**config.mk**
```make
export PLATFORM = sky130hd
export DESIGN_NAME = rrb_queue
export DESIGN_NICKNAME = d
export VERILOG_FILES = /design/src/rtl/rrb_pkg.sv /design/src/rtl/rrb_queue.sv
export SDC_FILE = /design/constraint.sdc
export NUM_CORES = 1
export LEC_CHECK = 0
export BUFFER_PORTS_ARGS = -buffer_cell sky130_fd_sc_hd__buf_2
export CAP_MARGIN = 15
export CORE_AREA = 2 2 187 171
export DETAILED_ROUTE_END_ITERATION = 12
export DIE_AREA = 0 0 189 173
export PLACE_DENSITY = 0.74
export SLEW_MARGIN = 30
export SYNTH_ARGS = -nofsm -noshare
export SYNTH_HDL_FRONTEND = slang
export SYNTH_SLANG_ARGS = --single-unit
export TNS_END_PERCENT = 1
```
**constraint.sdc**
```tcl
create_clock -name clk_i -period 21.4 [get_ports clk_i]
set_input_delay 1.07 -clock clk_i [delete_from_list [all_inputs] [get_ports clk_i]]
set_output_delay 1.07 -clock clk_i [all_outputs]
set_load 0.05 [all_outputs]
```
**src/rtl/rrb_pkg.sv**
```systemverilog
// Shared types and constants for the relative range/bearing block.
// No dependencies.
package rrb_pkg;

  localparam int CORD_W       = 40;  // signed CORDIC operand width
  localparam int CORDIC_STEPS = 28;

  localparam logic [31:0] QUARTER_TURN = 32'h4000_0000;
  localparam logic [31:0] HALF_TURN    = 32'h8000_0000;

  // One pose request as it sits in the queue.
  typedef struct packed {
    logic        sel;
    logic [31:0] pos_x;
    logic [31:0] pos_y;
    logic [15:0] qx;
    logic [15:0] qy;
    logic [15:0] qz;
    logic [15:0] qw;
    logic [31:0] stamp;
  } pose_t;

  // arctan(2^-i) as a binary angle, 2^32 per turn
  function automatic logic [29:0] atan_entry(input logic [4:0] i);
    logic [29:0] r;
    case (i)
      5'd0:  r = 30'd536870912;
      5'd1:  r = 30'd316933406;
      5'd2:  r = 30'd167458907;
      5'd3:  r = 30'd85004756;
      5'd4:  r = 30'd42667331;
      5'd5:  r = 30'd21354465;
      5'd6:  r = 30'd10679838;
      5'd7:  r = 30'd5340245;
      5'd8:  r = 30'd2670163;
      5'd9:  r = 30'd1335087;
      5'd10: r = 30'd667544;
      5'd11: r = 30'd333772;
      5'd12: r = 30'd166886;
      5'd13: r = 30'd83443;
      5'd14: r = 30'd41722;
      5'd15: r = 30'd20861;
      5'd16: r = 30'd10430;
      5'd17: r = 30'd5215;
      5'd18: r = 30'd2608;
      5'd19: r = 30'd1304;
      5'd20: r = 30'd652;
      5'd21: r = 30'd326;
      5'd22: r = 30'd163;
      5'd23: r = 30'd81;
      5'd24: r = 30'd41;
      5'd25: r = 30'd20;
      5'd26: r = 30'd10;
      5'd27: r = 30'd5;
      default: r = 30'd0;
    endcase
    return r;
  endfunction

endpackage

```
**src/rtl/rrb_queue.sv**
```systemverilog
// Two-entry request queue between the input port and the back end.
// Depends on rrb_pkg.
module rrb_queue (
  input  logic          clk_i,
  input  logic          rst_ni,
  input  logic          in_valid_i,
  output logic          in_ready_o,
  input  rrb_pkg::pose_t in_data_i,
  output logic          out_valid_o,
  input  logic          out_ready_i,
  output rrb_pkg::pose_t out_data_o
);
  import rrb_pkg::*;

  pose_t      mem_q [2];
  logic       wr_ptr_q, rd_ptr_q;
  logic [1:0] cnt_q;
  logic       push, pop;

  assign in_ready_o  = (cnt_q != 2'd2);
  assign out_valid_o = (cnt_q != 2'd0);
  assign out_data_o  = mem_q[rd_ptr_q];
  assign push        = in_valid_i && in_ready_o;
  assign pop         = out_valid_o && out_ready_i;

  always_ff @(posedge clk_i) begin
    if (push) mem_q[wr_ptr_q] <= in_data_i;
  end

  always_ff @(posedge clk_i or negedge rst_ni) begin
    if (!rst_ni) begin
      wr_ptr_q <= 1'b0;
      rd_ptr_q <= 1'b0;
      cnt_q    <= 2'd0;
    end else begin
      if (push) wr_ptr_q <= ~wr_ptr_q;
      if (pop)  rd_ptr_q <= ~rd_ptr_q;
      cnt_q <= cnt_q + {1'b0, push} - {1'b0, pop};
    end
  end

endmodule

```
Word-level counts from Yosys, hierarchy flattened --
Memory sizes are Yosys's and may differ from the RTL's. Index checks and enable logic that the tools add are counted.
Word-level totals: register bits 4, latch bits 0, memory bits (writable) 322, memory bits (read-only) 0, bits of input ports 165, output and inout port bits 163, memories kept 1
Cells by class: add/subtract/negate cells 2, $mul 0, div/mod/pow operators 0, magnitude comparators 0, eq/ne operators 1, shift-type cells 0, multiplexer cells 2, bitwise gates (word level) 2, reductions and logical operators 3
Memories:
- mem_q | words 2, width 161, read ports 1, clocked after memory_dff 0, wr ports 1, line rrb_queue.sv:15 | pose_t mem_q [2];
Operators by type and width (count):
- 2-bit by 1-bit adder with 2-bit output | 1
- 1-bit logical AND | 2
- 1-bit two-way mux | 2
- 2-bit != test, second input constant | 1
- 1-bit NOT | 2
- 2-bit nonzero test | 1
- 2-bit by 1-bit subtractor with 2-bit output | 1

Longest topological paths before layout --
Gate-level depths: netlist (run 1).
depth after elaboration 4, mapped depth 7, gate-level depth less buffers 7

Worst setup path after synthesis (run 1) --
No wires, ideal clock.
path type input-to-reg, from input port in_valid_i, to memory mem_q[0][0] (netlist bit), enable pin, setup time 685 ps, data arrival time 7871 ps, setup slack 12845 ps, cell stages on the path 2, buffers on the path 0, cells stage by stage nand2_1 nor2_1
Between the ends: word-level cells in the longest chain between the ends 3
RTL lines:
- start, declared | line rrb_queue.sv:6 | input logic in_valid_i,
- 1-bit logical AND | line rrb_queue.sv:23 | assign push = in_valid_i && in_ready_o;
- 1-bit two-way mux | line rrb_queue.sv:27 | if (push) mem_q[wr_ptr_q] <= in_data_i;
- 1-bit two-way mux (not written as such) | line rrb_queue.sv:27
- end, declared | line rrb_queue.sv:15
Every way passes these cells.

==> metrics.log, run 1 <==
INFO  metric run_status = completed
INFO  metric critical_path.endpoint_type = output pin
INFO  metric clock_tree_from_tritoncts = built
INFO  metric p_leak = 0.00590 uW
INFO  metric overflow = 0
INFO  metric reg2reg_from = cnt_q[1]
INFO  metric avg_cell_area_syn = 23.4 sq um
INFO  metric final_hold_viol_count = 0
INFO  metric count_of_routing_violations_after_the_opening_detailed_route_iteration = 333
INFO  metric remaining_drc_errors = 0
INFO  metric top_layer_used_by_detailed_routing = met5
INFO  metric num_rows = 61
INFO  metric cts_setup_buffers = 0
INFO  metric final_core_util = 50.0%
INFO  metric reg2reg_slack = 18970 ps
INFO  metric vias = 6098
INFO  metric timing.max_slew.rel_slack = 37.1%
INFO  metric layout-drive-gt1-share = 61.1%
INFO  metric first_pass_iters = 4
INFO  metric timing.final.crit_share = 18.3%
INFO  metric grt_first_pass_wirelength = 34600 microns
INFO  metric route.final.wire_length = 23600 microns
INFO  metric cap_violations = 0
INFO  metric mappedNetlistArea = 12100 sq um
INFO  metric synth-seq-area-share = 80.5%
INFO  metric placement.io_buffers = 327
INFO  metric max_clock_skew = 13.1 ps
INFO  metric synth_cells = 518
INFO  metric cts_max_level = 2
INFO  metric critical_path_class = flip-flop to output pin
INFO  metric min_path_type = input pin to async pin
INFO  metric finalNetCount = 1038
INFO  metric final_weighted_congestion_in_routability_driven_placement = 0.739
INFO  metric cts-buffers-inserted = 35
INFO  metric setup_viol = 0
INFO  metric total_global_routing_track_utilization = 13.7%
INFO  metric cts.hold.buffers_added = 0
INFO  metric clock-sinks = 326
INFO  metric register_bit_count_reported_by_yosys = 326
INFO  metric die_w = 189 microns
INFO  metric yosysUniqueCellTypes = 16
INFO  metric maximum_number_of_pins_on_one_net_before_global_route_repair = 159
INFO  metric worstPathMaxFanout = 46
INFO  metric boundaryPins = 328
INFO  metric clk_path_buf_depth = 3
INFO  metric vias_in_the_first_global_route = 6322
INFO  metric route.met2.wl = 11500 microns
INFO  metric root_buffer = clkbuf_16
INFO  metric setup-tns-final = 0 ps
INFO  metric cts.reportedPaths.clkPinSlew = 60 ps
INFO  metric area_contributors_post_synth = edfxtp_1, mux2_4, mux2_2
INFO  metric rsz0062_at_grt = no
INFO  metric post_drt_wl_per_cell = 18.1 microns
INFO  metric tightest_slew = 943 ps
INFO  metric timing_max_transition_violations_final = 0
INFO  metric final_antenna_net_count = 0
INFO  metric chip_height = 173 microns
INFO  metric rr_endpoint = mem_q[1][30]
INFO  metric grt_antenna_before_repair = 3
INFO  metric met1_length = 9510 microns
INFO  metric post_cts_resized = 0
INFO  metric cp-startpoint = rd_ptr_q
INFO  metric synthesis.nets = 685
INFO  metric core_area = 30600 sq um
INFO  metric clk-insertion-delay-late = 510 ps
INFO  metric floorplan.initialDensity = 39.6%
INFO  metric period_minus_slack = 3910 ps
INFO  metric layout-area-overhead-vs-synth = 26.2%
INFO  metric wl_met3 = 2020 microns
INFO  metric synth_area_leader_cell = edfxtp_1
INFO  metric worst_hold_slack = 353 ps
INFO  metric timing.critical_path.from_type = flip-flop
INFO  metric ys_warns = 0
INFO  metric p_per_cell_area = 166 nW/um^2
INFO  metric critical_path_required = 20330 ps
INFO  metric dieArea = 32700 sq um
INFO  metric worst_vdd_rail_ir_drop = 0.157 mV
INFO  metric endpoint = out_data_o[130]
INFO  metric achievable-frequency = 256 MHz
INFO  metric timing.critical_path.arrival = 2840 ps
INFO  metric fill_cells = 2509
INFO  metric synth_top_area_share = 79.7%
INFO  metric route.detailed.vias_per_inst = 4.67
INFO  metric post-dp-hpwl = 15100 microns
INFO  metric worstRegToRegCells = 4
==> stage by stage <==
step / instance area [sq um] / std cells / power, uW / setup WS, ps
global route: 15300 / 1304 / 2630 / 17360
CTS: 15300 / 1302 / 2570 / 17320
global placement: 14200 / 1241 / 1990 / 17830
finish: 15300 / 1306 / 2540 / 17490
floorplan: 12100 / 518 / 1820 / 12840
detailed placement: 14200 / 1241 / 2000 / 17890
==> critical path: stages (launching register included) <==
cell and delay (ps):
dfrtp_4 860, buf_4 580, buf_12 280, mux2_4 330, buf_2 210
==> power breakdown <==
part	internal, uW	switching (uW)	leakage, uW
Combinational	308	750	0.00235
Sequential	874	49.7	0.00304
Clock	325	231	0.000513
==> per-layer routing <==
| metal | vias to the layer above | GRT usage, % |
|---|---|---|
| li1 | 2792 | - |
| met1 | 3012 | 16.2 |
| met2 | 248 | 23.0 |
| met3 | 44 | 4.89 |
| met4 | 2 | 4.79 |
| met5 | - | 0 |
==> cell type report <==
| cell class | count | area [sq um] | area share (%) |
|---|---|---|---|
| clock inverters | 22 | 171 | 1.12 |
| multi-input cells | 173 | 2220 | 14.5 |
| flip-flops and latches | 326 | 9770 | 63.9 |
| repair buffers | 334 | 1730 | 11.3 |
| well taps | 409 | 512 | 3.34 |
| inverters | 1 | 3.75 | 0.0245 |
| clock buffers | 39 | 891 | 5.82 |
| diodes | 2 | 5.00 | 0.0327 |
==> cell usage after synthesis <==
cell	count
dfrtp_1	4
mux2_2	81
or2_2	1
xnor2_1	3
edfxtp_1	322
nand2_1	1
xor2_1	1
buf_6	10
nand2b_1	1
mux2_4	80
and2_1	1
and3_1	1
buf_2	8
nor2_1	1
inv_1	1
ha_1	2
==> sequential cells by signal (all words and copies together) (netlist names) <==
name and flops:
mem_q 322, cnt_q 2, rd_ptr_q 1, wr_ptr_q 1
==> how the worst min path moves through the flow <==
stage / from / endpoint / slack (ps) / depth (start not counted)
global placement: cnt_q[0] / cnt_q[0] / 500 / 1
finish: rst_ni / cnt_q[0] / 350 / 1
floorplan: wr_ptr_q / wr_ptr_q / 460 / 1
global route: rst_ni / cnt_q[0] / 330 / 1
detailed placement: cnt_q[0] / cnt_q[0] / 510 / 1
CTS: rst_ni / cnt_q[0] / 320 / 1
==> kinds of logic (layout without fill, tap and decap cells) <==
| kind of cell | Yosys count | count (layout) | share of synthesized area, % |
|---|---|---|---|
| xor+xnor | 4 | 4 | 0.289 |
| fa+ha+maj | 2 | 2 | 0.206 |
| buf+inv | 19 | 396 | 1.29 |
| flops | 326 | 326 | 80.5 |
| mux | 161 | 161 | 17.4 |
| other cells | 0 | 2 | 0 |
| simple gates | 6 | 6 | 0.268 |
==> cells in the final DEF (no fill, tap or decap), drive strengths merged, types with 2 or more instances in the layout <==
cell	netlist	final
buf	18	334
bufinv	0	2
clkbuf	0	39
clkinv	0	13
clkinvlp	0	3
dfrtp	4	4
diode	0	2
edfxtp	322	322
ha	2	2
inv	1	5
mux2	161	161
xnor2	3	3
Power figures use the tool's default switching activity.
==> run 2, diff against run 1 <==
Clock period 21.4 ns to 3.85 ns, I/O delays scaled along.
==> run 2 against run 1 <==
  * Core utilization up 5.5 points
  * Critical endpoint is now out_data_o[34]
  * Largest cell class unchanged
  * Worst hold slack worse by 310 ps
  * Critical path type unchanged
  * Non-clock buffer count up 165
  * Highest routed layer is now met4
  * Largest power group unchanged
==> metrics.log, run 2 (synthesized netlist as in run 1, its figures left out) <==
INFO  metric run_status = completed (unchanged)
INFO  metric critical_path_required = 3660 ps (was 20330 ps)
INFO  metric top_regs = mem_q (322), cnt_q (2) (unchanged)
INFO  metric final_cell_count_no_fill = 1468 (was 1306)
INFO  metric register_area = 9770 sq um (unchanged)
INFO  metric p_leak = 0.00660 uW (was 0.00590 uW)
INFO  metric vias = 6711 (was 6098)
INFO  metric worstPathMaxFanout = 51 (was 46)
INFO  metric route.detailed.vias_per_inst = 4.57 (was 4.67)
INFO  metric fill_cells = 2315 (was 2509)
INFO  metric cts_setup_buffers = 0 (unchanged)
INFO  metric post_cts_resized = 0 (unchanged)
INFO  metric layout-area-overhead-vs-synth = 39.9% (was 26.2%)
INFO  metric timing.final.crit_share = 67.5%
INFO  metric cts-buffers-inserted = 35 (unchanged)
INFO  metric largest_reg_flops = 322 (unchanged)
INFO  metric final_hold_viol_count = 0 (unchanged)
INFO  metric clk_path_buf_depth = 3 (unchanged)
INFO  metric post_drt_wl_per_cell = 17.6 microns (was 18.1 microns)
INFO  metric setup_viol = 0 (unchanged)
INFO  metric boundaryPins = 328 (unchanged)
INFO  metric area_of_the_multi_input_gates = 2220 sq um (about the same)
INFO  metric route.final.wire_length = 25800 microns (was 23600 microns)
INFO  metric clock-sinks = 326 (unchanged)
INFO  metric cts.reportedPaths.clkPinSlew = 60 ps (about the same)
INFO  metric cap_violations = 0 (unchanged)
INFO  metric timing_max_transition_violations_final = 0 (unchanged)
INFO  metric reg2reg_slack = 1840 ps (was 18970 ps)
INFO  metric count_of_routing_violations_after_the_opening_detailed_route_iteration = 373 (was 333)
INFO  metric critical_path.endpoint_type = output pin (unchanged)
INFO  metric setup-tns-final = 0 ps (unchanged)
INFO  metric layout-drive-gt1-share = 52.0% (was 61.1%)
INFO  metric achievable-frequency = 385 MHz
INFO  metric grt_first_pass_wirelength = 39100 microns (was 34600 microns)
INFO  metric core_area = 30600 sq um (unchanged)
INFO  metric die_w = 189 microns (unchanged)
INFO  metric timing.max_slew.rel_slack = 49.8% (was 37.1%)
INFO  metric min_path_type = input pin to flip-flop (was input pin to async pin)
INFO  metric worst_vdd_rail_ir_drop = 0.593 mV (was 0.157 mV)
INFO  metric cts_max_level = 2 (unchanged)
INFO  metric critical_path_class = flip-flop to output pin (unchanged)
INFO  metric remaining_drc_errors = 0 (unchanged)
INFO  metric cp-startpoint = rd_ptr_q (unchanged)
INFO  metric global_route.usage.met1 = 17.5% (was 16.2%)
INFO  metric global_route.usage.met3 = 4.51% (was 4.89%)
INFO  metric grt_antenna_before_repair = 2 (was 3)
INFO  metric gr-max-usage-layer = met2 (unchanged)
INFO  metric tightest_slew = 752 ps (was 943 ps)
INFO  metric p_per_cell_area = 842 nW/um^2 (was 166 nW/um^2)
INFO  metric placement.io_buffers = 327 (unchanged)
INFO  metric worstRegToRegCells = 3 (was 4)
INFO  metric final_antenna_net_count = 0 (unchanged)
INFO  metric final_weighted_congestion_in_routability_driven_placement = 0.766 (was 0.739)
INFO  metric first_pass_iters = 4 (unchanged)
INFO  metric mostFrequentLayoutCell = buf_2 (unchanged)
INFO  metric root_buffer = clkbuf_16 (unchanged)
INFO  metric vias_in_the_first_global_route = 7323 (was 6322)
INFO  metric period_minus_slack = 2600 ps
INFO  metric floorplan.initialDensity = 39.6% (unchanged)
INFO  metric max_flop_register = mem_q (unchanged)
INFO  metric rr_endpoint = mem_q[1][85] (was mem_q[1][30])
INFO  metric use_met2 = 26.9% (was 23.0%)
INFO  metric total_global_routing_track_utilization = 15.3% (was 13.7%)
INFO  metric reg2reg_from = cnt_q[1] (unchanged)
INFO  metric endpoint = out_data_o[34] (was out_data_o[130])
INFO  metric layout.cells.most_common_list = buf_2, edfxtp_1, dlygate4sd3_1 (was buf_2, edfxtp_1, mux2_2)
INFO  metric clock_tree_from_tritoncts = built (unchanged)
INFO  metric max_clock_skew = 13.4 ps (was 13.1 ps)
INFO  metric finalNetCount = 1203 (was 1038)
INFO  metric rsz0062_at_grt = no (unchanged)
INFO  metric dieArea = 32700 sq um (unchanged)
INFO  metric overflow = 0 (unchanged)
INFO  metric timing.critical_path.arrival = 2410 ps (was 2840 ps)
INFO  metric timing.critical_path.from_type = flip-flop (unchanged)
INFO  metric worst_hold_slack = 39.1 ps (was 353 ps)
INFO  metric placed_cells_incl_taps = 1246 (was 1241)
INFO  metric maximum_number_of_pins_on_one_net_before_global_route_repair = 88 (was 159)
INFO  metric chip_height = 173 microns (unchanged)
INFO  metric num_rows = 61 (unchanged)
INFO  metric clk-insertion-delay-late = 490 ps (was 510 ps)
INFO  metric post-dp-hpwl = 15800 microns (was 15100 microns)
[run 2: changes by cell type in the layout (fill, tap and decap cells not counted), sizes merged]
cell,previous run,this run
buf,334,337
bufinv,2,1
clkbuf,39,42
clkinv,13,12
dlygate4sd3,0,162
inv,5,1
[run 2: worst min-delay path by stage]
stage	from	end	cells past startpoint
after floorplan	rst_ni	cnt_q[0]	0
after global placement	rst_ni	cnt_q[0]	1
after detailed placement	rst_ni	cnt_q[0]	1
after CTS	rst_ni	cnt_q[0]	2
after global routing	out_ready_i	rd_ptr_q	3
final	out_ready_i	rd_ptr_q	3
[run 2: area by class of cell]
cell class,count,share of cell area [%]
clock buffers,42,5.56
flip-flops and latches,326,57.6
well taps,409,3.01
clock inverters,16,0.641
inverters,1,0.0221
multi-input cells,173,13.1
diodes,2,0.0295
repair buffers,499,20.1
[run 2: per-layer routing]
layer	part of all wire (%)	vias up
li1	-	3095
met1	38	3285
met2	51	274
met3	7.4	57
met4	3.2	0
met5	0	-
[run 2: power by group]
group          internal (uW)  leakage, uW  switching (uW)  total [uW]
registers               4850      0.00304             290        5140
logic                   1860      0.00306            4210        6070
clock network           1810     0.000510            1270        3080
total                   8520      0.00660            5770       14300
[run 2: worst max-delay path, stage by stage, from the launching register on]
cell     delay, ps
dfrtp_4        850
buf_12         360
mux2_2         390
buf_2          210
[run 2: timing repair]
action,CTS,global route
setup endpoints to repair,0,0
endpoints found under the hold margin,326,0
hold buffers,162,0
[run 2: per-stage QoR]
stage | power [uW] | worst slack (ps) | util [%] | area, sq um
CTS | 14400 | 1210 | 55.5 | 17000
floorplan | 9970 | 169 | - | 12100
finish | 14300 | 1250 | 55.5 | 17000
global route | 14800 | 1140 | 55.5 | 17000
detailed placement | 11200 | 1750 | 46.7 | 14300
global placement | 11100 | 1770 | 46.7 | 14300
